==> config.mk <==
export PLATFORM = sky130hd
export DESIGN_NAME = gpio_port_action_with_timed_revert_unit_flat
export DESIGN_NICKNAME = d
export VERILOG_FILES = /design/src/hw/rtl/gpar_pkg.sv /design/src/hw/rtl/gpar_if.sv /design/src/hw/rtl/gpio_port_action_with_timed_revert_unit.sv /design/src/hw/rtl/gpar_revert_step.sv /design/src/flat_wrapper.sv
export SDC_FILE = /design/constraint.sdc
export NUM_CORES = 1
export LEC_CHECK = 0
export BUFFER_PORTS_ARGS = -buffer_cell sky130_fd_sc_hd__buf_2
export CORE_ASPECT_RATIO = 1.4
export CORE_MARGIN = 1.5
export CORE_UTILIZATION = 55
export DETAILED_ROUTE_END_ITERATION = 8
export PLACE_DENSITY = 0.74
export SLEW_MARGIN = 20
export SYNTH_ARGS = -nofsm -noshare
export SYNTH_HDL_FRONTEND = slang
export SYNTH_HIERARCHICAL = 1
export SYNTH_SLANG_ARGS = --single-unit
==> constraint.sdc <==
create_clock -name clk -period 12.6 [get_ports clk]
set_input_delay 0.63 -clock clk [delete_from_list [all_inputs] [get_ports clk]]
set_output_delay 0.63 -clock clk [all_outputs]
set_load 0.02 [all_outputs]
==> src/hw/rtl/gpar_pkg.sv <==
// gpar_pkg: types and codes shared by the gpio port action block
// no dependencies; compiled first

package gpar_pkg;

  // item modes
  typedef enum logic [1:0] {
    MODE_WRITE  = 2'd0,
    MODE_TOGGLE = 2'd1,
    MODE_READ   = 2'd2,
    MODE_TICK   = 2'd3
  } mode_t;

  // result status codes
  typedef enum logic [1:0] {
    STATUS_DONE    = 2'd0,
    STATUS_REFUSED = 2'd1,
    STATUS_DROPPED = 2'd2
  } status_t;

  // configuration register indexes
  typedef enum logic [2:0] {
    REG_IO_MASK_A      = 3'd0,
    REG_IO_MASK_B      = 3'd1,
    REG_IO_MASK_C      = 3'd2,
    REG_IO_MASK_D      = 3'd3,
    REG_DIGITAL_MASK_A = 3'd4,
    REG_DIGITAL_MASK_B = 3'd5,
    REG_DIGITAL_MASK_C = 3'd6,
    REG_DIGITAL_MASK_D = 3'd7
  } reg_idx_t;

  // sequencer states
  typedef enum logic {
    S_IDLE = 1'b0,
    S_WALK = 1'b1
  } state_t;

  localparam int PORT_SLOTS = 4;

  // one revert ring entry, without its countdown
  typedef struct packed {
    logic       pending;
    logic [1:0] port;
    logic [7:0] mask;
    logic [7:0] levels;
  } rev_info_t;

  // latch update request from the revert step unit
  typedef struct packed {
    logic       apply;
    logic [1:0] port;
    logic [7:0] mask;
    logic [7:0] levels;
  } drv_req_t;

endpackage

==> src/hw/rtl/gpar_if.sv <==
// gpar_if: valid/ready channel interfaces of the gpio port action block
// input items, result items and configuration writes; no dependencies

interface gpar_in_if;
  logic        valid;
  logic        ready;
  logic [1:0]  mode;
  logic [1:0]  port;
  logic [7:0]  mask;
  logic [7:0]  value;
  logic [7:0]  seconds;
  logic [7:0]  pin_sample;
  logic [15:0] source_address;

  modport source (output valid, mode, port, mask, value, seconds, pin_sample,
                  source_address, input ready);
  modport sink   (input valid, mode, port, mask, value, seconds, pin_sample,
                  source_address, output ready);
endinterface

interface gpar_out_if;
  logic        valid;
  logic        ready;
  logic [1:0]  status;
  logic [1:0]  read_port;
  logic [7:0]  read_value;
  logic [15:0] reply_to;
  logic [7:0]  drive_a;
  logic [7:0]  drive_b;
  logic [7:0]  drive_c;
  logic [7:0]  drive_d;

  modport source (output valid, status, read_port, read_value, reply_to,
                  drive_a, drive_b, drive_c, drive_d, input ready);
  modport sink   (input valid, status, read_port, read_value, reply_to,
                  drive_a, drive_b, drive_c, drive_d, output ready);
endinterface

interface gpar_cfg_if;
  logic       valid;
  logic       ready;
  logic [2:0] index;
  logic [7:0] data;

  modport source (output valid, index, data, input ready);
  modport sink   (input valid, index, data, output ready);
endinterface

==> src/hw/rtl/gpio_port_action_with_timed_revert_unit.sv <==
// gpio_port_action_with_timed_revert_unit: top level of the gpio port action block
// depends on gpar_pkg, gpar_if.sv (channel interfaces) and gpar_revert_step

// Write, toggle and read items are decided in the cycle they are accepted and
// their result item stands on the output in the next cycle; with the output taken
// at once such items go at one per cycle. A tick walks the revert ring from head
// to tail through the single ring memory, one entry per cycle; each entry of
// the ring (at most RING_DEPTH-1 of them) is read, then stepped and written
// back, and its result item stands on the output when the walk ends, after the
// last entry is written back; the block is not
// ready during the walk. Writes and toggles need every masked pin
// to be digital and an output, else status refused. A nonzero seconds field
// queues a revert of the opposite levels due after seconds*TICKS_PER_SECOND
// ticks; with the ring full the write still applies and status says dropped.
// The ring memory needs no clearing: only entries between head and tail are read.
// Configuration writes are always taken (ready tied high).

module gpio_port_action_with_timed_revert_unit #(
  parameter int PORT_COUNT       = 4,
  parameter int RING_DEPTH       = 16,
  parameter int TICKS_PER_SECOND = 5
) (
  input  logic        clk,
  input  logic        rst_n,
  gpar_cfg_if.sink    cfg_ch,
  gpar_in_if.sink     in_ch,
  gpar_out_if.source  out_ch
);

  localparam int IDX_W  = $clog2(RING_DEPTH);
  localparam int CNT_W  = $clog2(255 * TICKS_PER_SECOND + 1);
  localparam int INFO_W = $bits(gpar_pkg::rev_info_t);
  localparam int ENT_W  = INFO_W + CNT_W;

  // ring index advance with wrap at the ring end
  function automatic logic [IDX_W-1:0] ring_next(input logic [IDX_W-1:0] i);
    logic [IDX_W-1:0] n;
    if (i == IDX_W'(RING_DEPTH - 1)) n = '0;
    else                             n = i + IDX_W'(1);
    return n;
  endfunction

  // control state
  gpar_pkg::state_t state_r, state_nxt;
  logic [IDX_W-1:0] head_r, head_nxt;
  logic [IDX_W-1:0] tail_r, tail_nxt;
  logic [IDX_W-1:0] issue_r, issue_nxt;        // next entry to read in a walk
  logic [IDX_W-1:0] proc_idx_r, proc_idx_nxt;  // entry whose data is in rd_q
  logic             proc_v_r, proc_v_nxt;

  // port state
  logic [7:0] latch_r   [gpar_pkg::PORT_SLOTS];
  logic [7:0] latch_nxt [gpar_pkg::PORT_SLOTS];
  logic [7:0] io_mask_r  [gpar_pkg::PORT_SLOTS];
  logic [7:0] dig_mask_r [gpar_pkg::PORT_SLOTS];

  // revert ring memory: one write and one registered read a cycle
  logic [ENT_W-1:0] ring_mem [RING_DEPTH];
  logic [ENT_W-1:0] rd_q;
  logic             mem_we;
  logic [IDX_W-1:0] mem_waddr;
  logic [ENT_W-1:0] mem_wdata;

  // result register
  logic                out_valid_r;
  logic                out_load;
  gpar_pkg::status_t   res_status;
  logic [1:0]          res_port;
  logic [7:0]          res_value;
  logic [15:0]         res_reply;
  logic [1:0]          out_status_r;
  logic [1:0]          out_port_r;
  logic [7:0]          out_value_r;
  logic [15:0]         out_reply_r;
  logic [7:0]          out_drive_r [gpar_pkg::PORT_SLOTS];

  // item decode
  logic                in_fire;
  gpar_pkg::mode_t     in_mode;
  logic                port_ok;
  logic                masks_ok;
  logic [7:0]          in_levels;
  logic                ring_full;
  gpar_pkg::rev_info_t new_info;
  logic [CNT_W-1:0]    new_cnt;

  // walk step
  gpar_pkg::rev_info_t rd_info;
  logic [CNT_W-1:0]    rd_cnt;
  gpar_pkg::rev_info_t step_info;
  logic [CNT_W-1:0]    step_cnt;
  logic                step_wr;
  gpar_pkg::drv_req_t  step_drv;

  assign cfg_ch.ready = 1'b1;
  assign in_ch.ready  = (state_r == gpar_pkg::S_IDLE) && (!out_valid_r || out_ch.ready);
  assign in_fire      = in_ch.valid && in_ch.ready;

  assign in_mode   = gpar_pkg::mode_t'(in_ch.mode);
  assign port_ok   = ({1'b0, in_ch.port} < 3'(PORT_COUNT));
  assign masks_ok  = ((dig_mask_r[in_ch.port] & in_ch.mask) == in_ch.mask) &&
                     ((io_mask_r[in_ch.port] & in_ch.mask) == in_ch.mask);
  assign in_levels = (in_mode == gpar_pkg::MODE_TOGGLE) ? ~in_ch.pin_sample : in_ch.value;
  assign ring_full = (ring_next(tail_r) == head_r);

  always_comb begin
    new_info.pending = 1'b1;
    new_info.port    = in_ch.port;
    new_info.mask    = in_ch.mask;
    new_info.levels  = ~in_levels;
  end
  assign new_cnt = CNT_W'(in_ch.seconds) * CNT_W'(TICKS_PER_SECOND);

  assign rd_info = gpar_pkg::rev_info_t'(rd_q[ENT_W-1 -: INFO_W]);
  assign rd_cnt  = rd_q[CNT_W-1:0];

  gpar_revert_step #(
    .CNT_W      (CNT_W),
    .PORT_COUNT (PORT_COUNT)
  ) u_step (
    .info_i (rd_info),
    .cnt_i  (rd_cnt),
    .info_o (step_info),
    .cnt_o  (step_cnt),
    .wr_o   (step_wr),
    .drv_o  (step_drv)
  );

  // sequencer: next state, ring writes and result selection
  always_comb begin
    state_nxt    = state_r;
    head_nxt     = head_r;
    tail_nxt     = tail_r;
    issue_nxt    = issue_r;
    proc_idx_nxt = proc_idx_r;
    proc_v_nxt   = proc_v_r;
    latch_nxt    = latch_r;
    mem_we       = 1'b0;
    mem_waddr    = tail_r;
    mem_wdata    = {new_info, new_cnt};
    out_load     = 1'b0;
    res_status   = gpar_pkg::STATUS_DONE;
    res_port     = '0;
    res_value    = '0;
    res_reply    = '0;

    unique case (state_r)
      gpar_pkg::S_IDLE: begin
        if (in_fire) begin
          if (in_mode == gpar_pkg::MODE_TICK) begin
            state_nxt  = gpar_pkg::S_WALK;
            issue_nxt  = head_r;
            proc_v_nxt = 1'b0;
          end else if (!port_ok) begin
            res_status = gpar_pkg::STATUS_REFUSED;
            out_load   = 1'b1;
          end else if (in_mode == gpar_pkg::MODE_READ) begin
            res_port  = in_ch.port;
            res_value = in_ch.pin_sample;
            res_reply = in_ch.source_address;
            out_load  = 1'b1;
          end else if (!masks_ok) begin
            res_status = gpar_pkg::STATUS_REFUSED;
            out_load   = 1'b1;
          end else begin
            latch_nxt[in_ch.port] = (latch_r[in_ch.port] & ~in_ch.mask) |
                                    (in_levels & in_ch.mask);
            if (in_ch.seconds != 8'd0) begin
              if (ring_full) begin
                res_status = gpar_pkg::STATUS_DROPPED;
              end else begin
                mem_we   = 1'b1;
                tail_nxt = ring_next(tail_r);
              end
            end
            out_load = 1'b1;
          end
        end
      end
      gpar_pkg::S_WALK: begin
        // retire side: entry read in the previous cycle
        if (proc_v_r) begin
          mem_waddr = proc_idx_r;
          mem_wdata = {step_info, step_cnt};
          mem_we    = step_wr;
          if (step_drv.apply) begin
            latch_nxt[step_drv.port] = (latch_r[step_drv.port] & ~step_drv.mask) |
                                       (step_drv.levels & step_drv.mask);
          end
          if (!step_info.pending && (head_r == proc_idx_r)) begin
            head_nxt = ring_next(proc_idx_r);
          end
        end
        // issue side: read the next entry up to the tail
        if (issue_r != tail_r) begin
          proc_v_nxt   = 1'b1;
          proc_idx_nxt = issue_r;
          issue_nxt    = ring_next(issue_r);
        end else begin
          proc_v_nxt = 1'b0;
          if (!proc_v_r) begin
            state_nxt = gpar_pkg::S_IDLE;
            out_load  = 1'b1;
          end
        end
      end
    endcase
  end

  always_ff @(posedge clk) begin
    if (!rst_n) begin
      state_r    <= gpar_pkg::S_IDLE;
      head_r     <= '0;
      tail_r     <= '0;
      issue_r    <= '0;
      proc_idx_r <= '0;
      proc_v_r   <= 1'b0;
    end else begin
      state_r    <= state_nxt;
      head_r     <= head_nxt;
      tail_r     <= tail_nxt;
      issue_r    <= issue_nxt;
      proc_idx_r <= proc_idx_nxt;
      proc_v_r   <= proc_v_nxt;
    end
  end

  // output latches; ports beyond PORT_COUNT stay at zero
  always_ff @(posedge clk) begin
    for (int k = 0; k < gpar_pkg::PORT_SLOTS; k++) begin
      if (!rst_n || k >= PORT_COUNT) latch_r[k] <= '0;
      else                           latch_r[k] <= latch_nxt[k];
    end
  end

  // configuration registers
  always_ff @(posedge clk) begin
    if (!rst_n) begin
      for (int k = 0; k < gpar_pkg::PORT_SLOTS; k++) begin
        io_mask_r[k]  <= '0;
        dig_mask_r[k] <= '0;
      end
    end else if (cfg_ch.valid) begin
      unique case (gpar_pkg::reg_idx_t'(cfg_ch.index))
        gpar_pkg::REG_IO_MASK_A:      io_mask_r[0]  <= cfg_ch.data;
        gpar_pkg::REG_IO_MASK_B:      io_mask_r[1]  <= cfg_ch.data;
        gpar_pkg::REG_IO_MASK_C:      io_mask_r[2]  <= cfg_ch.data;
        gpar_pkg::REG_IO_MASK_D:      io_mask_r[3]  <= cfg_ch.data;
        gpar_pkg::REG_DIGITAL_MASK_A: dig_mask_r[0] <= cfg_ch.data;
        gpar_pkg::REG_DIGITAL_MASK_B: dig_mask_r[1] <= cfg_ch.data;
        gpar_pkg::REG_DIGITAL_MASK_C: dig_mask_r[2] <= cfg_ch.data;
        gpar_pkg::REG_DIGITAL_MASK_D: dig_mask_r[3] <= cfg_ch.data;
      endcase
    end
  end

  // ring memory, read address is the walk issue pointer
  always_ff @(posedge clk) begin
    if (mem_we) ring_mem[mem_waddr] <= mem_wdata;
    rd_q <= ring_mem[issue_r];
  end

  // result register, held until taken
  always_ff @(posedge clk) begin
    if (!rst_n) begin
      out_valid_r <= 1'b0;
    end else if (out_load) begin
      out_valid_r <= 1'b1;
    end else if (out_ch.ready) begin
      out_valid_r <= 1'b0;
    end
  end

  always_ff @(posedge clk) begin
    if (out_load) begin
      out_status_r <= res_status;
      out_port_r   <= res_port;
      out_value_r  <= res_value;
      out_reply_r  <= res_reply;
      out_drive_r  <= latch_nxt;
    end
  end

  assign out_ch.valid      = out_valid_r;
  assign out_ch.status     = out_status_r;
  assign out_ch.read_port  = out_port_r;
  assign out_ch.read_value = out_value_r;
  assign out_ch.reply_to   = out_reply_r;
  assign out_ch.drive_a    = out_drive_r[0];
  assign out_ch.drive_b    = out_drive_r[1];
  assign out_ch.drive_c    = out_drive_r[2];
  assign out_ch.drive_d    = out_drive_r[3];

  // no new item while a tick walks the ring
  a_busy_walk: assert property (@(posedge clk) disable iff (!rst_n)
    state_r == gpar_pkg::S_WALK |-> !in_ch.ready)
    else $error("item accepted during ring walk");

  // the walk never processes the tail slot
  a_walk_bound: assert property (@(posedge clk) disable iff (!rst_n)
    (state_r == gpar_pkg::S_WALK && proc_v_r) |-> proc_idx_r != tail_r)
    else $error("ring walk ran past the tail");

  // the tail only moves on an accepted item
  a_tail_move: assert property (@(posedge clk) disable iff (!rst_n)
    tail_r != $past(tail_r) |-> $past(in_fire))
    else $error("ring tail moved without an item");

  // a waiting result is not lost
  a_out_hold: assert property (@(posedge clk) disable iff (!rst_n)
    (out_valid_r && !out_ch.ready) |=> out_valid_r)
    else $error("pending result dropped");

endmodule

==> src/hw/rtl/gpar_revert_step.sv <==
// gpar_revert_step: update of one revert ring entry on a tick
// depends on gpar_pkg (rev_info_t, drv_req_t)

module gpar_revert_step #(
  parameter int CNT_W      = 11,
  parameter int PORT_COUNT = 4
) (
  input  gpar_pkg::rev_info_t  info_i,
  input  logic [CNT_W-1:0]     cnt_i,
  output gpar_pkg::rev_info_t  info_o,
  output logic [CNT_W-1:0]     cnt_o,
  output logic                 wr_o,
  output gpar_pkg::drv_req_t   drv_o
);

  always_comb begin
    info_o       = info_i;
    cnt_o        = cnt_i;
    wr_o         = 1'b0;
    drv_o.apply  = 1'b0;
    drv_o.port   = info_i.port;
    drv_o.mask   = info_i.mask;
    drv_o.levels = info_i.levels;
    if (info_i.pending) begin
      wr_o = 1'b1;
      if (cnt_i != '0) begin
        cnt_o = cnt_i - CNT_W'(1);
      end else begin
        // expired: apply the revert and free the entry
        info_o.pending = 1'b0;
        drv_o.apply    = ({1'b0, info_i.port} < 3'(PORT_COUNT));
      end
    end
  end

endmodule
==> src/flat_wrapper.sv <==
// flat-port wrapper written by rule: the top's interface ports become plain ports
module gpio_port_action_with_timed_revert_unit_flat 
#(
  parameter int PORT_COUNT       = 4,
  parameter int RING_DEPTH       = 16,
  parameter int TICKS_PER_SECOND = 5
)
  (clk, rst_n, cfg_ch_valid, cfg_ch_index, cfg_ch_data, cfg_ch_ready, in_ch_valid, in_ch_mode, in_ch_port, in_ch_mask, in_ch_value, in_ch_seconds, in_ch_pin_sample, in_ch_source_address, in_ch_ready, out_ch_valid, out_ch_status, out_ch_read_port, out_ch_read_value, out_ch_reply_to, out_ch_drive_a, out_ch_drive_b, out_ch_drive_c, out_ch_drive_d, out_ch_ready);
  gpar_cfg_if cfg_ch_i ();
  gpar_in_if in_ch_i ();
  gpar_out_if out_ch_i ();
  input  logic clk;
  input  logic rst_n;
  input wire logic [$bits(cfg_ch_i.valid)-1:0] cfg_ch_valid;
  input wire logic [$bits(cfg_ch_i.index)-1:0] cfg_ch_index;
  input wire logic [$bits(cfg_ch_i.data)-1:0] cfg_ch_data;
  output wire logic [$bits(cfg_ch_i.ready)-1:0] cfg_ch_ready;
  input wire logic [$bits(in_ch_i.valid)-1:0] in_ch_valid;
  input wire logic [$bits(in_ch_i.mode)-1:0] in_ch_mode;
  input wire logic [$bits(in_ch_i.port)-1:0] in_ch_port;
  input wire logic [$bits(in_ch_i.mask)-1:0] in_ch_mask;
  input wire logic [$bits(in_ch_i.value)-1:0] in_ch_value;
  input wire logic [$bits(in_ch_i.seconds)-1:0] in_ch_seconds;
  input wire logic [$bits(in_ch_i.pin_sample)-1:0] in_ch_pin_sample;
  input wire logic [$bits(in_ch_i.source_address)-1:0] in_ch_source_address;
  output wire logic [$bits(in_ch_i.ready)-1:0] in_ch_ready;
  output wire logic [$bits(out_ch_i.valid)-1:0] out_ch_valid;
  output wire logic [$bits(out_ch_i.status)-1:0] out_ch_status;
  output wire logic [$bits(out_ch_i.read_port)-1:0] out_ch_read_port;
  output wire logic [$bits(out_ch_i.read_value)-1:0] out_ch_read_value;
  output wire logic [$bits(out_ch_i.reply_to)-1:0] out_ch_reply_to;
  output wire logic [$bits(out_ch_i.drive_a)-1:0] out_ch_drive_a;
  output wire logic [$bits(out_ch_i.drive_b)-1:0] out_ch_drive_b;
  output wire logic [$bits(out_ch_i.drive_c)-1:0] out_ch_drive_c;
  output wire logic [$bits(out_ch_i.drive_d)-1:0] out_ch_drive_d;
  input wire logic [$bits(out_ch_i.ready)-1:0] out_ch_ready;
  assign cfg_ch_i.valid = cfg_ch_valid;
  assign cfg_ch_i.index = cfg_ch_index;
  assign cfg_ch_i.data = cfg_ch_data;
  assign cfg_ch_ready = cfg_ch_i.ready;
  assign in_ch_i.valid = in_ch_valid;
  assign in_ch_i.mode = in_ch_mode;
  assign in_ch_i.port = in_ch_port;
  assign in_ch_i.mask = in_ch_mask;
  assign in_ch_i.value = in_ch_value;
  assign in_ch_i.seconds = in_ch_seconds;
  assign in_ch_i.pin_sample = in_ch_pin_sample;
  assign in_ch_i.source_address = in_ch_source_address;
  assign in_ch_ready = in_ch_i.ready;
  assign out_ch_valid = out_ch_i.valid;
  assign out_ch_status = out_ch_i.status;
  assign out_ch_read_port = out_ch_i.read_port;
  assign out_ch_read_value = out_ch_i.read_value;
  assign out_ch_reply_to = out_ch_i.reply_to;
  assign out_ch_drive_a = out_ch_i.drive_a;
  assign out_ch_drive_b = out_ch_i.drive_b;
  assign out_ch_drive_c = out_ch_i.drive_c;
  assign out_ch_drive_d = out_ch_i.drive_d;
  assign out_ch_i.ready = out_ch_ready;
  gpio_port_action_with_timed_revert_unit #(.PORT_COUNT(PORT_COUNT), .RING_DEPTH(RING_DEPTH), .TICKS_PER_SECOND(TICKS_PER_SECOND)) u_core (.clk(clk), .rst_n(rst_n), .cfg_ch(cfg_ch_i), .in_ch(in_ch_i), .out_ch(out_ch_i));
endmodule
==> impl_metrics.ini <==
[global_route]
met2_usage_pct = 45.8
grt_pass1_wl_mm = 102
met1_usage_pct = 31.0
antenna_found_initial = 0
grt_pass1_vias = 16700
grt_start_max_net_pins = 77
grt.met3_usage_pct = 3.03
grt-ovfl-total = 0
grt-busiest-layer = met2
grt.total_usage_pct = 25.4

[logic_synthesis]
ys_ff_latch = 685
yosysWarnings = 6
ys_seq_area_share_pct = 67.8
synth_edf_count = 604
syn-num-nets = 1851
netlist_area_um2 = 29100
async_flop_share_pct = 0
synth_flop_cell = edfxtp_1
avgSynthCellArea_um2 = 16.5
synth_top_area_cell = edfxtp_1
netlist_instances = 1765
netlist_top_cells_area = edfxtp_1 62%, mux4_2 13%, dfxtp_1 5.6%
synth_cell_types = 78
synth_top_area_share_pct = 62.3

[clock_tree]
clock_sinks = 685
cts_setup_buffers = 0
cts_tree = yes
numCtsBuffers = 58
cts_hold_buf = 0
clock_path_buffers = 3
root_buffer = clkbuf_16
cts_resized = 0
cts.clk_slew.worst_paths_ns = 0.07
cts.htree.levels = 2
clock_latency_ns = 0.62

[placed_design]
hpwlAfterDp_mm = 42.3
placedInstanceArea_um2 = 30500
post-place-cells = 2510
place_congestion = 0.943
io_buffer_count = 129

[power_and_ir_drop]
pwr-share-clk_pct = 39.5
power_switching_mw = 1.03
total_power_mw = 4.75
switching_share_pct = 21.8
power.density_nw_per_um2 = 146
cellLeakagePower_nw = 10.6
power_frac_seq_pct = 53.9
p_comb_share_pct = 6.6
peakVddDrop_mv = 0.102
internal_power_mw = 3.72

[setup_path]
crit_top_cell = buf_4
critPathArrivalTime_ns = 4.33
crit_chain = buf_2, buf_4, mux2i_1, a22oi_2, nand4_2, a2111oi_4, nand3_2, or4_4, a21oi_4, buf_4
slowest_delay_ns = 0.70
required_ns = 12.86
worstSetupPathType = in2reg
path_max_fanout = 48
worstSetupEndpointType = register
worstSetupStartpointType = primary input
cpMaxStageDelayCell = or4_4

[floorplan]
core-area_um2 = 52300
start_util_pct = 55.7
die_x_um = 197
fp-row-count = 99
dieArea_um2 = 54400
die_h_um = 275
boundaryPins = 131

[detailed_routing]
drtAntennaViolNets = 0
vias_per_cell = 6.30
wl_per_cell_um = 26.1
postRouteWirelength_mm = 68.3
drt_first_pass_iters = 5
vias = 16500
drt_iter0_drc = 1752
drcViolationCount = 0

[worst_hold_path]
hold_class = in2reg

[sta]
fin_crit_sh_pct = 32.3
fin_crit_ns = 4.07
hold_ws_ns = 0.288
tns_ns = 0
max_freq_mhz = 246
finClkSkew_ns = 0.0177
finalHoldViolCount = 0
setup_viol = 0
rsz0062_at_grt = false
slew_headroom_pct = 25.1
slew_viol_final = 0
tightest_slew_ns = 1.12

[layout]
seqCellArea_um2 = 19800
drive_gt1_share_pct = 25.7
antenna_cells = 0
area_growth_pct = 11.8
instances_no_fill = 2620
multi_input_area_um2 = 8770
final.fill_count = 3700
fin_nets = 1951
stdcell_area_um2 = 32600

[run_status]
status = completed

[flow_run]
maxCapViolations = 0
==> state kept, by name, indices dropped and copies added (netlist names) <==
register	count
u_core/rd_q	30
u_core/out_ch.valid	1
u_core/dig_mask_r	32
u_core/out_ch.read_port	2
u_core/out_ch.drive_d	8
u_core/out_ch.drive_a	8
u_core/proc_v_r	1
u_core/out_ch.drive_c	8
u_core/issue_r	4
u_core/out_ch.read_value	8
u_core/out_ch.status	2
u_core/out_ch.reply_to	16
u_core/state_r	1
u_core/out_ch.drive_b	8
u_core/proc_idx_r	4
u_core/tail_r	4
u_core/ring_mem	480
u_core/head_r	4
u_core/io_mask_r	32
u_core/latch_r	32
==> layout make-up <==
type | count | share of cell area [%]
clock buffers | 74 | 4.70
repair buffers | 176 | 3.12
well taps | 707 | 2.72
flip-flops and latches | 685 | 60.7
multi-input cells | 911 | 26.9
clock inverters | 34 | 1.45
inverters | 33 | 0.380
==> power groups by stage <==
| stage | clock, mW | combinational [mW] | sequential [mW] |
|---|---|---|---|
| after CTS | 1.90 | 0.312 | 2.56 |
| after floorplan | 0 | 0.199 | 2.61 |
| after global routing | 1.98 | 0.336 | 2.56 |
| after global placement | 0 | 0.304 | 2.61 |
| after detailed placement | 0 | 0.310 | 2.61 |
| final | 1.88 | 0.314 | 2.56 |
==> critical path: cells and delay by family <==
family	cells	cell delay, ns
AOI/OAI and AO/OA	3	1.17
buffers and inverters	3	1.08
muxes	1	0.19
and+or+nand+nor	3	1.20
==> Yosys cell counts (9+ instances only) <==
master and instances:
clkbuf_1 64, nand3_1 32, o211ai_1 9, buf_1 23
nor3_1 13, a211oi_1 16, xnor2_1 15, nor2_1 93
a31oi_1 23, buf_4 39, mux2i_1 45, edfxtp_1 604
mux4_2 168, a221o_1 20, nor2b_1 12, nand4_1 11
nor3b_1 9, o31ai_1 9, nand2_1 93, ha_1 17
inv_1 31, and2_1 97, dfxtp_1 81, o21ai_0 45
a21oi_1 60
==> path summary, 6_finish.rpt <==
kind | startpoint | cells after the start | to | slack [ns]
setup / recovery | in_ch_port[1] | 10 | u_core/ring_mem[7][24] | 8.53
hold / removal | in_ch_source_address[11] | 2 | u_core/out_ch.reply_to[11] | 0.29
setup reg to reg | u_core/issue_r[0] | 4 | u_core/rd_q[14] | 8.71
hold reg to reg | u_core/latch_r[22] | 2 | u_core/latch_r[22] | 0.54
==> through the flow <==
stage / setup WS [ns] / utilization (%)
6_report: 8.53 / 62.3
5_1_grt: 8.34 / 62.3
4_1_cts: 8.60 / 62.2
3_5_place_dp: 7.97 / 58.3
3_3_place_gp: 8.05 / 58.3
2_1_floorplan: 6.19 / -
==> cells in the final DEF, fill, tap and decap left out, types with 7 or more instances in the layout <==
cell type	synthesis	layout
a211oi_1	16	16
a21oi_1	60	45
a21oi_2	0	7
a21oi_4	0	8
a221o_1	20	20
a31oi_1	23	22
and2_1	97	98
buf_2	6	129
buf_4	39	45
bufinv_16	0	10
clkbuf_1	64	14
clkbuf_16	0	58
clkinv_1	2	8
clkinv_2	0	9
dfxtp_1	81	76
edfxtp_1	604	604
ha_1	17	17
inv_1	31	31
mux2_2	8	8
mux2i_1	45	45
mux4_2	168	168
nand2_1	93	93
nand2b_1	7	7
nand3_1	32	32
nand4_1	11	11
nor2_1	93	85
nor2_4	0	8
nor2b_1	12	12
nor3_1	13	11
nor3b_1	9	8
nor4_1	8	8
o211ai_1	9	9
o21ai_0	45	40
o21ai_1	4	8
o221ai_1	7	7
o31ai_1	9	9
xnor2_1	15	15
==> kinds of logic after synthesis <==
group	Yosys count	synth area share, %
xor+xnor	19	0.571
fa+ha+maj	18	0.799
mux	222	14.9
compound gates	239	5.66
simple gates	412	7.43
buf+inv	169	2.81
other cells	1	0.0129
flops	685	67.8
==> routing by layer <==
| layer | wire [um] | vias to the layer above |
|---|---|---|
| met1 | 25100 | 8364 |
| met4 | 3030 | 0 |
| li1 | - | 7162 |
| met3 | 4380 | 172 |
| met2 | 35800 | 811 |
| met5 | 0 | - |
(Power assumes the default switching activity.)
